<file path="src/ftn4d_pkg.sv">
// shared types and constants for the 4d network address parser
`default_nettype none

package ftn4d_pkg;

  // number width of the zone, net, node and point fields
  localparam int FIELD_BITS = 16;

  // character codes
  localparam logic [7:0] CH_ZONE_SEP = 8'h3A;
  localparam logic [7:0] CH_NET_SEP  = 8'h2F;
  localparam logic [7:0] CH_NODE_SEP = 8'h2E;
  localparam logic [7:0] CH_DIGIT_LO = 8'h30;
  localparam logic [7:0] CH_DIGIT_HI = 8'h39;

  // decimal radix at field width
  localparam logic [FIELD_BITS-1:0] RADIX = FIELD_BITS'(10);

  // one input request: a character or the end mark
  typedef struct packed {
    logic [7:0] character;
    logic       is_end;
  } in_t;

  // one parsed address
  typedef struct packed {
    logic [FIELD_BITS-1:0] zone;
    logic [FIELD_BITS-1:0] net;
    logic [FIELD_BITS-1:0] node;
    logic [FIELD_BITS-1:0] point;
    logic                  valid_res;
  } out_t;

  // hand-off from the parse core to the result register
  typedef struct packed {
    logic load;
    out_t data;
  } res_load_t;

endpackage

`default_nettype wire

</file>
<file path="src/ftn4d_parse_core.sv">
// parse state and one-pass character update logic
`default_nettype none

module ftn4d_parse_core (
  input  wire logic               clk,
  input  wire logic               rst_n,
  input  wire logic               take,
  input  wire ftn4d_pkg::in_t     item,
  output ftn4d_pkg::res_load_t    res
);

  localparam int FB = ftn4d_pkg::FIELD_BITS;

  logic [FB-1:0] acc_r, acc_nxt;
  logic [FB-1:0] zone_r, zone_nxt;
  logic [FB-1:0] net_r, net_nxt;
  logic [FB-1:0] node_r, node_nxt;
  logic          seen_zone_r, seen_zone_nxt;
  logic          seen_net_r, seen_net_nxt;
  logic          seen_node_r, seen_node_nxt;
  logic          err_r, err_nxt;
  logic [7:0]    digit_off;
  logic [FB-1:0] acc_digit;
  logic          is_digit;

  // decimal step of the accumulator, wraps at field width
  assign digit_off = item.character - ftn4d_pkg::CH_DIGIT_LO;
  assign is_digit  = (item.character >= ftn4d_pkg::CH_DIGIT_LO) &&
                     (item.character <= ftn4d_pkg::CH_DIGIT_HI);
  assign acc_digit = FB'(acc_r * ftn4d_pkg::RADIX) + {{(FB-4){1'b0}}, digit_off[3:0]};

  // next state and result
  always_comb begin
    acc_nxt       = acc_r;
    zone_nxt      = zone_r;
    net_nxt       = net_r;
    node_nxt      = node_r;
    seen_zone_nxt = seen_zone_r;
    seen_net_nxt  = seen_net_r;
    seen_node_nxt = seen_node_r;
    err_nxt       = err_r;
    res           = '0;
    if (take) begin
      if (item.is_end) begin
        res.load = 1'b1;
        if (!err_r) begin
          res.data.valid_res = 1'b1;
          res.data.zone      = zone_r;
          res.data.net       = net_r;
          res.data.node      = node_r;
          if (seen_zone_r && !seen_net_r) begin
            res.data.net = acc_r;
          end else if (seen_node_r) begin
            res.data.point = acc_r;
          end else begin
            res.data.node = acc_r;
          end
        end
        // clear for the next address
        acc_nxt       = '0;
        zone_nxt      = '0;
        net_nxt       = '0;
        node_nxt      = '0;
        seen_zone_nxt = 1'b0;
        seen_net_nxt  = 1'b0;
        seen_node_nxt = 1'b0;
        err_nxt       = 1'b0;
      end else if (!err_r) begin
        case (item.character)
          ftn4d_pkg::CH_ZONE_SEP: begin
            if (seen_zone_r || seen_net_r || seen_node_r) begin
              err_nxt = 1'b1;
            end else begin
              zone_nxt      = acc_r;
              seen_zone_nxt = 1'b1;
              acc_nxt       = '0;
            end
          end
          ftn4d_pkg::CH_NET_SEP: begin
            if (seen_net_r || seen_node_r) begin
              err_nxt = 1'b1;
            end else begin
              net_nxt      = acc_r;
              seen_net_nxt = 1'b1;
              acc_nxt      = '0;
            end
          end
          ftn4d_pkg::CH_NODE_SEP: begin
            if (seen_node_r) begin
              err_nxt = 1'b1;
            end else begin
              node_nxt      = acc_r;
              seen_node_nxt = 1'b1;
              acc_nxt       = '0;
            end
          end
          default: begin
            if (is_digit) begin
              acc_nxt = acc_digit;
            end else begin
              err_nxt = 1'b1;
            end
          end
        endcase
      end
    end
  end

  // state registers
  always_ff @(posedge clk) begin
    if (!rst_n) begin
      acc_r       <= '0;
      zone_r      <= '0;
      net_r       <= '0;
      node_r      <= '0;
      seen_zone_r <= 1'b0;
      seen_net_r  <= 1'b0;
      seen_node_r <= 1'b0;
      err_r       <= 1'b0;
    end else begin
      acc_r       <= acc_nxt;
      zone_r      <= zone_nxt;
      net_r       <= net_nxt;
      node_r      <= node_nxt;
      seen_zone_r <= seen_zone_nxt;
      seen_net_r  <= seen_net_nxt;
      seen_node_r <= seen_node_nxt;
      err_r       <= err_nxt;
    end
  end

endmodule

`default_nettype wire

</file>
<file path="src/ftn4d_out_reg.sv">
// result register with valid/stall handshake
`default_nettype none

module ftn4d_out_reg (
  input  wire logic                 clk,
  input  wire logic                 rst_n,
  input  wire ftn4d_pkg::res_load_t res,
  output logic                      ready,
  output logic                      out_valid,
  input  wire logic                 out_stall,
  output ftn4d_pkg::out_t           out_data
);

  logic            vld_r, vld_nxt;
  ftn4d_pkg::out_t data_r;

  // register can take a new result when empty or being drained
  assign ready = !vld_r || !out_stall;

  // valid tracking
  always_comb begin
    vld_nxt = vld_r;
    if (res.load) begin
      vld_nxt = 1'b1;
    end else if (vld_r && !out_stall) begin
      vld_nxt = 1'b0;
    end
  end

  always_ff @(posedge clk) begin
    if (!rst_n) begin
      vld_r <= 1'b0;
    end else begin
      vld_r <= vld_nxt;
    end
  end

  // payload
  always_ff @(posedge clk) begin
    if (res.load) begin
      data_r <= res.data;
    end
  end

  assign out_valid = vld_r;
  assign out_data  = data_r;

endmodule

`default_nettype wire

</file>
<file path="src/ftn_4d_address_parser.sv">
// top level of the 4d network address parser
`default_nettype none

// Parses zone:net/node.point addresses one character per request. A request
// lands in an input register; from there the parse core updates its state
// and, on an end request, loads the result register. Throughput is one
// request per clock when the result side does not stall: the input register
// drains every cycle for character requests and for end requests whenever
// the result register is empty or being read. Numbers wrap at 16 bits; any
// syntax error yields a result with valid_res low and all numbers zero.

module ftn_4d_address_parser (
  input  wire logic            clk,
  input  wire logic            rst_n,
  input  wire logic            in_valid,
  output logic                 in_stall,
  input  wire ftn4d_pkg::in_t  in_data,
  output logic                 out_valid,
  input  wire logic            out_stall,
  output ftn4d_pkg::out_t      out_data
);

  logic                 in_vld_r, in_vld_nxt;
  ftn4d_pkg::in_t       in_data_r;
  logic                 res_ready;
  logic                 advance;
  ftn4d_pkg::res_load_t res;

  // input register drains unless an end request waits on a full result
  assign advance  = in_vld_r && (!in_data_r.is_end || res_ready);
  assign in_stall = in_vld_r && !advance;

  always_comb begin
    in_vld_nxt = in_vld_r;
    if (in_valid && !in_stall) begin
      in_vld_nxt = 1'b1;
    end else if (advance) begin
      in_vld_nxt = 1'b0;
    end
  end

  always_ff @(posedge clk) begin
    if (!rst_n) begin
      in_vld_r <= 1'b0;
    end else begin
      in_vld_r <= in_vld_nxt;
    end
  end

  always_ff @(posedge clk) begin
    if (in_valid && !in_stall) begin
      in_data_r <= in_data;
    end
  end

  // parse state update
  ftn4d_parse_core u_core (
    .clk   (clk),
    .rst_n (rst_n),
    .take  (advance),
    .item  (in_data_r),
    .res   (res)
  );

  // result register
  ftn4d_out_reg u_out (
    .clk       (clk),
    .rst_n     (rst_n),
    .res       (res),
    .ready     (res_ready),
    .out_valid (out_valid),
    .out_stall (out_stall),
    .out_data  (out_data)
  );

endmodule

`default_nettype wire

</file>
<file path="config.mk">
export PLATFORM = sky130hd
export DESIGN_NAME = ftn_4d_address_parser
export DESIGN_NICKNAME = d
export VERILOG_FILES = /design/src/ftn4d_pkg.sv /design/src/ftn4d_parse_core.sv /design/src/ftn4d_out_reg.sv /design/src/ftn_4d_address_parser.sv
export SDC_FILE = /design/constraint.sdc
export NUM_CORES = 1
export LEC_CHECK = 0
export ABC_CLOCK_PERIOD_IN_PS = 7400
export CAP_MARGIN = 20
export CORE_MARGIN = 2
export CORE_UTILIZATION = 59
export CTS_CLUSTER_SIZE = 25
export DETAILED_ROUTE_END_ITERATION = 6
export DONT_BUFFER_PORTS = 1
export PLACE_DENSITY = 0.75
export SETUP_SLACK_MARGIN = 0.02
export SLEW_MARGIN = 0
export SYNTH_ARGS = -nofsm -noshare
export SYNTH_HDL_FRONTEND = slang
export SYNTH_SLANG_ARGS = --single-unit
</file>
<file path="constraint.sdc">
create_clock -name clk -period 7.4 [get_ports clk]
set_input_delay 0.37 -clock clk [delete_from_list [all_inputs] [get_ports clk]]
set_output_delay 0.37 -clock clk [all_outputs]
set_load 0.01 [all_outputs]
</file>
# --- Word level (Yosys, flattened, before mapping) ---
# Cells that the tools add are included.
word_totals:
  in_bits: 13
  out_inout_bits: 67
  wordCells: 108
  regBits: 144
op_classes:
  addsub: 2
  eq_ne: 8
  bitwise: 2
  muxes: 46
  n_mul: 1
  n_reduce_logical: 30
  n_lt_le_gt_ge: 2
ops:
  columns: ["cell", "n"]
  rows:
  - ["16-bit 2-to-1 mux", 19]
  - ["66-bit 2-to-1 mux", 2]
  - ["65-bit 2-to-1 mux", 1]
  - ["16-bit case mux with 3 select lines", 1]
  - ["32-bit 2-to-1 mux", 1]
  - ["8-bit by 6-bit == test with 1-bit output, second input constant", 3]
  - ["1-bit 2-to-1 mux", 21]
  - ["16-bit by 4-bit adder with 16-bit output", 1]
  - ["16-bit by 3-bit multiplier with 15-bit output, second input constant", 1]
  - ["2-bit nonzero test", 5]
  - ["8-bit by 6-bit greater-or-equal comparator with 1-bit output, second input constant", 1]
  - ["8-bit by 6-bit less-or-equal comparator with 1-bit output, second input constant", 1]
  - ["4-bit AND reduction", 2]
  - ["1-bit logical AND", 6]
  - ["1-bit logical NOT", 6]
  - ["2-bit inequality test, second input constant", 3]
  - ["3-bit inequality test, second input constant", 2]
  - ["1-bit logical OR", 5]
  - ["5-bit AND reduction", 1]
  - ["5-bit nonzero test", 1]
  - ["4-bit OR reduction", 1]
  - ["4-bit by 1-bit subtractor with 4-bit output, second input constant", 1]
  - ["1-bit case mux with 3 select lines", 1]
  - ["3-bit AND reduction", 1]
  - ["3 further kinds", 4]

# --- Longest topological paths before layout ---
# Gate-level depths: netlist of run 1.
depth:
  depth_word: 9
  mapped_depth: 11
  ltp_nobuf: 11

# --- Cells and area by module ---
# Synthesis of run 1 repeated with hierarchy kept, for this count alone.
hier_totals:
  hier_cells: 631
  hier_area_um2: 6762.7
modules_own_cells:
  columns: ["module", "n_inst", "cells_each", "seq_area_each_um2", "area_each_um2"]
  rows:
  - ["ftn4d_parse_core", 1, 547, 1361.3, 4451.8]
  - ["ftn4d_out_reg", 1, 69, 1971.9, 1986.9]
  - ["ftn_4d_address_parser", 1, 15, 290.3, 324.1]

# --- Worst setup path after synthesis of run 1 ---
# Ideal clock, no wire load.
synth_path:
  kind: "reg-to-reg"
  start: "register in_data_r[0] (netlist bit)"
  end: "register u_core.net_r[10]"
  required_time_ns: 7.282
  setup_time_ns: 0.118
  setup_slack_ns: 4.328
  arrival_ns: 2.954
  path_stages_with_launch: 9
  path_cell_list: "edfxtp_1 nand3_1 and2_4 nand2_1 inv_1 nor2_1 buf_2 a22oi_1 nor2b_1"
synth_via:
  elab_chain_cells: 4
  word_cells_on_any_way: 8
  cone_classes: "eq/ne (2); mux (1); reduce/logical (5)"
synth_lines:
  columns: ["element", "line", "rtl"]
  rows:
  - ["start, declared", "ftn_4d_address_parser.sv:24", "ftn4d_pkg::in_t in_data_r;"]
  - ["start signal, assigned", "ftn_4d_address_parser.sv:52", "in_data_r <= in_data;"]
  - ["1-bit logical NOT", "ftn_4d_address_parser.sv:30", "assign advance = in_vld_r && (!in_data_r.is_end || res_ready);"]
  - ["1-bit logical OR", "ftn_4d_address_parser.sv:30", null]
  - ["1-bit logical AND", "ftn_4d_address_parser.sv:30", null]
  - ["4-bit AND reduction (no line)", null, null]
  - ["end signal, assigned", "ftn4d_parse_core.sv:123", "net_r <= net_nxt;"]
  - ["end, declared", "ftn4d_parse_core.sv:16", "logic [FB-1:0] net_r, net_nxt;"]
# Parallel ways exist; a longest one is shown, timed or not.
# A chain may end at the register's enable or synchronous reset.

# --- Final worst setup path of run 1 ---
layout_path:
  start: "register in_data_r[0] (netlist bit)"
  end: "register u_out.data_r, in the netlist u_out.out_data[6] (data pin)"
layout_via:
  elab_chain_cells: 5
  word_cells_on_any_way: 6
  cone_classes: "bitwise (2); reduce/logical (4)"
layout_lines:
  columns: ["element", "line", "rtl"]
  rows:
  - ["1-bit logical NOT", "ftn_4d_address_parser.sv:30", null]
  - ["1-bit logical OR", "ftn_4d_address_parser.sv:30", null]
  - ["1-bit logical AND", "ftn_4d_address_parser.sv:30", null]
  - ["1-bit NOT (no line)", null, null]
  - ["4-bit OR reduction (no line) *", null, null]
  - ["end signal, assigned", "ftn4d_out_reg.sv:41", "data_r <= res.data;"]
  - ["end, declared", "ftn4d_out_reg.sv:15", "ftn4d_pkg::out_t data_r;"]
# Every way passes the cells marked *; elsewhere a longest branch is shown, timed or not.

==> results of run 1 <==
-- power by group through the flow --
stage	combinational (mW)	clock (mW)	sequential, mW
floorplan	0.0347	0	0.877
global placement	0.0349	0	0.880
detailed placement	0.0370	0	0.881
CTS	0.0478	0.778	0.864
global route	0.0533	0.815	0.866
finish	0.0489	0.774	0.864
-- flip-flops by register name, summed over array words and instances, names as in the netlist --
signal,count
u_core.zone_r,16
u_core.node_r,16
u_core.err_r,1
u_out.out_data,65
u_core.seen_zone_r,1
u_core.seen_node_r,1
in_data_r,9
u_out.out_valid,1
u_core.net_r,16
in_vld_r,1
u_core.acc_r,16
u_core.seen_net_r,1
-- through the flow --
step	cells	utilization [%]	hold WS, ns
after floorplan	619	-	0.4689
after global placement	726	61.03	0.4689
after detailed placement	727	61.17	0.4689
after CTS	771	67.29	0.001081
after global routing	773	67.43	0.02568
final	773	67.43	0.01549
-- path summary, 6_finish.rpt --
check,depth (start not counted),startpoint,to,slack (ns)
worst max-delay path,7,in_data_r[0],u_out.out_data[6],4.06
worst min-delay path,2,rst_n,u_core.acc_r[15],0.02
worst max register to register,7,in_data_r[0],u_out.out_data[6],4.06
worst min register to register,2,u_core.zone_r[11],u_core.zone_r[11],0.50
-- worst register-to-register path, delay by kind of cell (launching register included) --
kind                   cells  cell delay (ns)
and+or+nand+nor            6             1.89
buffers and inverters      1             0.30
DFF                        1             0.91
-- what timing repair did --
action,in CTS,in global routing
hold endpoints to repair,71,0
setup endpoints to repair,0,0
hold buffers,12,0
-- cell type report --
class / count / share of cell area (%)
Tap cell: 140 / 2.386
Timing Repair Buffer: 17 / 2.386
Clock buffer: 19 / 5.743
Multi-Input combinational cell: 432 / 38.16
Sequential cell: 144 / 49.35
Clock inverter: 13 / 1.568
Inverter: 8 / 0.4090
-- metal layers --
metal,vias up,part of all wire [%]
li1,2192,-
met1,2209,42
met2,178,49
met3,37,6.1
met4,0,2.7
met5,-,0
-- cell families (layout without fill, tap and decap cells) --
family,Yosys count,after routing
adder cells (fa/ha/maj),28,28
XOR/XNOR,26,26
buffers and inverters,43,57
AND/OR/NAND/NOR,246,246
flip-flops,144,144
AO/OA/AOI/OAI,132,132
-- Yosys cell counts, types with 2 or more instances --
library cell,number
nor2_1,21
o21ai_1,6
or2_2,2
a21oi_1,58
clkbuf_2,3
inv_1,7
xnor2_1,14
nand4_1,2
edfxtp_1,74
nand2_1,79
and3_1,2
nor3b_1,18
buf_2,7
or3_1,3
xor2_1,12
nand3_1,7
a21o_1,6
dfxtp_1,70
o21ai_0,3
clkbuf_1,22
ha_1,26
fa_1,2
nand2b_1,2
and2_1,32
a22oi_1,45
and3b_1,2
nor2b_1,63
buf_6,2
a221oi_2,3
==> metrics.cfg, run 1 <==
[outcome]
status = finished clean

[global_routing]
first_global_vias = 4501
grt_max_degree = 66
grtUsageMet1_pct = 32.99
grt_pass1_wl_mm = 23.32
grtUsageMet2_pct = 41.10
gr-total-overflow = 0
antenna_found_initial = 0
global_route.usage.met3_pct = 5.039
grt_use_total_pct = 25.52
top_usage_layer = met2

[setup_path]
worstSetupPathType = flop to flop
cp_max_fo = 33
crit_arrival_ns = 3.61
crit_slowest_cell = edfxtp_1
critPathTopFamily = simple AND/OR/NAND/NOR gates
path_cells = nand3_1 > and2_4 > nand2_1 > or2_2 > inv_2 > and3_2 > and2_1
cp-end-kind = flop
critical_path_required_ns = 7.68
worstSetupStartpointType = flop
crit_buf_inv = 1
max_stage_delay_ns = 0.91

[cts]
cts_buffers = 17
cts_max_level = 4
tritoncts = yes
ctsLongestPathBuffers = 2
root_buffer = clkbuf_8
insertion_delay_ns = 0.53
cts_setup_buffers = 0
cts_resized = 0
clkSlewWorstSetupHoldPaths_ns = 0.06
clock-sinks = 144

[route]
num_vias = 4616
ant_nets = 0
avgViaCountPerCell = 5.972
drtPass1Iterations = 5
wl_per_cell_um = 18.55
wirelength_mm = 14.34
drcViolationCount = 0
drt_iter0_drc = 545

[sta]
tns_ns = 0
relSlewSlack_pct = 23.74
finClkSkew_ns = 0.009806
timing.final.crit_share_pct = 45.11
max_freq_mhz = 299.6
setup_violations = 0
tightestPinTransition_ns = 1.140
period_minus_slack_ns = 3.338
drv_slew = 0
final_hold_viol_count = 0
rsz0062_at_grt = no
setup_ws_ns = 4.062

[cells_and_area]
fillerInstances = 759
drive_gt1_share_pct = 8.373
multi_input_area_um2 = 2801
seqCellArea_um2 = 3623
nets = 661
diodes = 0
layout_commonest_cell = nand2_1
postLayoutCellArea_um2 = 7342
area_delta_synth_final_pct = 10.88
mostFrequentLayoutCells = nand2_1, edfxtp_1, dfxtp_1

[synthesis]
yosys.area_share.simple_pct = 20.22
synth_top_area_share_pct = 33.56
synthDistinctLibCells = 55
synth.area.top_cells = edfxtp_1, dfxtp_1, nor2b_1, a22oi_1, ha_1
synth-edff-count = 74
synth.area.mux_share_pct = 0
synth_top_family_by_area = simple AND/OR/NAND/NOR gates
ys_warn_count = 0
yosysSeqAreaShare_pct = 54.72
synth_nets = 660
synth-async-reset-ratio_pct = 0
synth.ff_latch_count = 144
synth-adder-area-share_pct = 5.518
synthCells = 619
synth-xor-area-share_pct = 3.439
netlist_area_um2 = 6621
avgSynthCellArea_um2 = 10.70
yosysTopAreaCell = edfxtp_1
synthFlopType = edfxtp_1
synth-compound-area-share_pct = 13.08

[floorplanning]
boundaryPins = 80
start_util_pct = 60.81
core_um2 = 10890
dieArea_um2 = 12090
die_height_um = 109.9
dieWidth_um = 109.9
rows = 38

[job]
max_cap_violations = 0

[power_and_ir_drop]
pwr-share-comb_pct = 2.9
ir_worst_vdd_v = 0.0001578
power_mw = 1.687
power_density_nw_per_um2 = 229.7
p_leak_nw = 2.557
pwr-share-clk_pct = 45.9
internal-power_mw = 1.311
power.switching_mw = 0.3753
sw_frac_of_total_pct = 22.25
p_seq_share_pct = 51.2

[placed_design]
gp_congestion = 0.9207
dpl_cell_area_um2 = 6660
dpl_worst_slack_ns = 4.151
io_buffer_count = 0
dpl.hpwl_mm = 9.230

[worst_hold_path]
hold_class = input port to flop

Note: power is estimated with default switching activity, not from simulation.
==> run 2: changes to the inputs <==
--- a/config.mk
+++ b/config.mk
@@ -5,7 +5,7 @@
 export SDC_FILE = /design/constraint.sdc
 export NUM_CORES = 1
 export LEC_CHECK = 0
-export ABC_CLOCK_PERIOD_IN_PS = 7400
+export ABC_CLOCK_PERIOD_IN_PS = 3400
 export CAP_MARGIN = 20
 export CORE_MARGIN = 2
 export CORE_UTILIZATION = 59
==> constraint.sdc (replaced) <==
create_clock -name clk -period 3.4 [get_ports clk]
set_input_delay 0.17 -clock clk [delete_from_list [all_inputs] [get_ports clk]]
set_output_delay 0.17 -clock clk [all_outputs]
set_load 0.01 [all_outputs]
==> metrics.cfg, run 2 (synthesis gave the netlist of run 1 again) <==
[global_routing]
grt_max_degree = 69  ; +4.5%
grtUsageMet1_pct = 34.61  ; +1.6 points
top_usage_layer = met2
grtUsageMet2_pct = 39.75  ; -1.4 points
grt_pass1_wl_mm = 23.32  ; unchanged
antenna_found_initial = 0  ; unchanged
first_global_vias = 4574  ; +1.6%
gr-total-overflow = 0  ; unchanged
grt_use_total_pct = 25.48  ; -0.035 points
global_route.usage.met3_pct = 6.106  ; +1.1 points

[route]
drcViolationCount = 0  ; unchanged
wl_per_cell_um = 18.37  ; -0.98%
drt_iter0_drc = 485  ; -11%
num_vias = 4680  ; +1.4%
wirelength_mm = 14.33  ; about the same
ant_nets = 0  ; unchanged
avgViaCountPerCell = 6.000  ; +0.48%
drtPass1Iterations = 5  ; unchanged

[power_and_ir_drop]
p_leak_nw = 2.649  ; +3.6%
ir_worst_vdd_v = 0.0004175  ; +160%
power_mw = 4.002  ; +140%
power_density_nw_per_um2 = 533.9  ; +130%

[cells_and_area]
nets = 668  ; +1.1%
diodes = 0  ; unchanged
utilization_pct = 68.85  ; +1.4 points
drive_gt1_share_pct = 9.688  ; +1.3 points
mostFrequentLayoutCells = nand2_1, edfxtp_1, dfxtp_1
area_delta_synth_final_pct = 13.21
largest_register_ffs = 65  ; unchanged
layout_commonest_cell = nand2_1
postLayoutCellArea_um2 = 7496  ; +2.1%
stdcell_count = 780  ; +0.91%
fillerInstances = 754  ; -0.66%

[sta]
period_minus_slack_ns = 3.120  ; -0.2178 ns
finClkSkew_ns = 0.007581  ; -0.002225 ns
setup_violations = 0  ; unchanged
whs_ns = 0.01395  ; -0.001543 ns
max_freq_mhz = 320.5  ; +7.0%
tns_ns = 0  ; unchanged
rsz0062_at_grt = no
tightestPinTransition_ns = 0.8673  ; -0.2724 ns
drv_slew = 0  ; unchanged
setup_ws_ns = 0.2795  ; -3.782 ns
relSlewSlack_pct = 42.18  ; +18 points
final_hold_viol_count = 0  ; unchanged
timing.final.crit_share_pct = 91.78  ; +47 points

[setup_path]
reg2reg_from = u_core.acc_r[1]
critical_path_required_ns = 3.81  ; -3.87 ns
worstSetupStartpoint = u_core.acc_r[1]
crit_arrival_ns = 3.53  ; -0.08 ns
cp_max_fo = 10  ; -70%
cp-end-kind = flop
worstSetupStartpointType = flop
timing.reg2reg.worst_path_depth = 11  ; +4
r2r_end = u_core.acc_r[15]
worstSetupPathType = flop to flop
r2r_setup_slack_ns = 0.28  ; -3.78 ns

[floorplanning]
rows = 38  ; unchanged
core_um2 = 10890  ; unchanged
boundaryPins = 80  ; unchanged
start_util_pct = 60.81  ; unchanged
dieArea_um2 = 12090  ; unchanged
die_height_um = 109.9  ; unchanged
dieWidth_um = 109.9  ; unchanged

[placed_design]
dpl.hpwl_mm = 9.155  ; -0.82%
dpl_cell_area_um2 = 6705  ; +0.68%
dp_cells = 734  ; +0.96%
io_buffer_count = 0  ; unchanged
dpl_worst_slack_ns = 0.3212  ; -3.830 ns
gp_congestion = 0.8581  ; -6.8%

[worst_hold_path]
hold_class = input port to flop
hold_depth = 2  ; unchanged
holdPathEnd = u_out.out_valid
hold_start = rst_n

[cts]
clock-sinks = 144  ; unchanged
clkSlewWorstSetupHoldPaths_ns = 0.06  ; about the same
cts_setup_buffers = 0  ; unchanged
root_buffer = clkbuf_8
cts_max_level = 4  ; unchanged
tritoncts = yes
cts_buffers = 17  ; unchanged
ctsLongestPathBuffers = 2  ; unchanged
insertion_delay_ns = 0.52  ; about the same

[job]
max_cap_violations = 0  ; unchanged

[outcome]
status = finished clean

==> run 2: worst max-delay path by stage <==
stage,endpoint,slack (ns)
after global placement,u_core.acc_r[15],0.46
after global routing,u_core.acc_r[15],0.03
after floorplan,u_core.net_r[12],0.33
final,u_core.acc_r[15],0.28
after CTS,u_core.acc_r[15],0.31
after detailed placement,u_core.acc_r[15],0.32
==> run 2: power breakdown <==
group / internal (mW) / leakage, nW / switching, mW
sequential: 1.85 / 1.25 / 0.0264
combinational: 0.0365 / 1.08 / 0.0776
clock: 1.28 / 0.317 / 0.730
==> run 2: routing by layer <==
| layer | vias to the layer above | routed length, um |
|---|---|---|
| met5 | - | 0 |
| met4 | 0 | 259 |
| met3 | 28 | 942 |
| met2 | 193 | 6861 |
| met1 | 2259 | 6267 |
| li1 | 2200 | - |
==> run 2: layout make-up <==
type	count	area (um^2)	share of cell area [%]
repair buffers	24	220.2	2.938
multi-input cells	432	2801	37.37
inverters	8	30.03	0.4006
flip-flops and latches	144	3623	48.34
well taps	140	175.2	2.337
clock buffers	18	417.9	5.575
clock inverters	14	227.7	3.038
==> run 2: repair_timing <==
action,CTS,global route
resized for setup,0,0
hold buffers,12,0
hold endpoints to repair,79,0
==> run 2: critical path, cell delays in order (launching register included) <==
cell and delay, ns:
dfxtp_1 0.54, ha_1 0.31, ha_1 0.24, fa_1 0.42, a21o_1 0.24, a21oi_1 0.21
xnor2_1 0.21, and3b_1 0.24, and3b_1 0.22, nand4_1 0.13, xnor2_1 0.18, o21ai_1 0.08
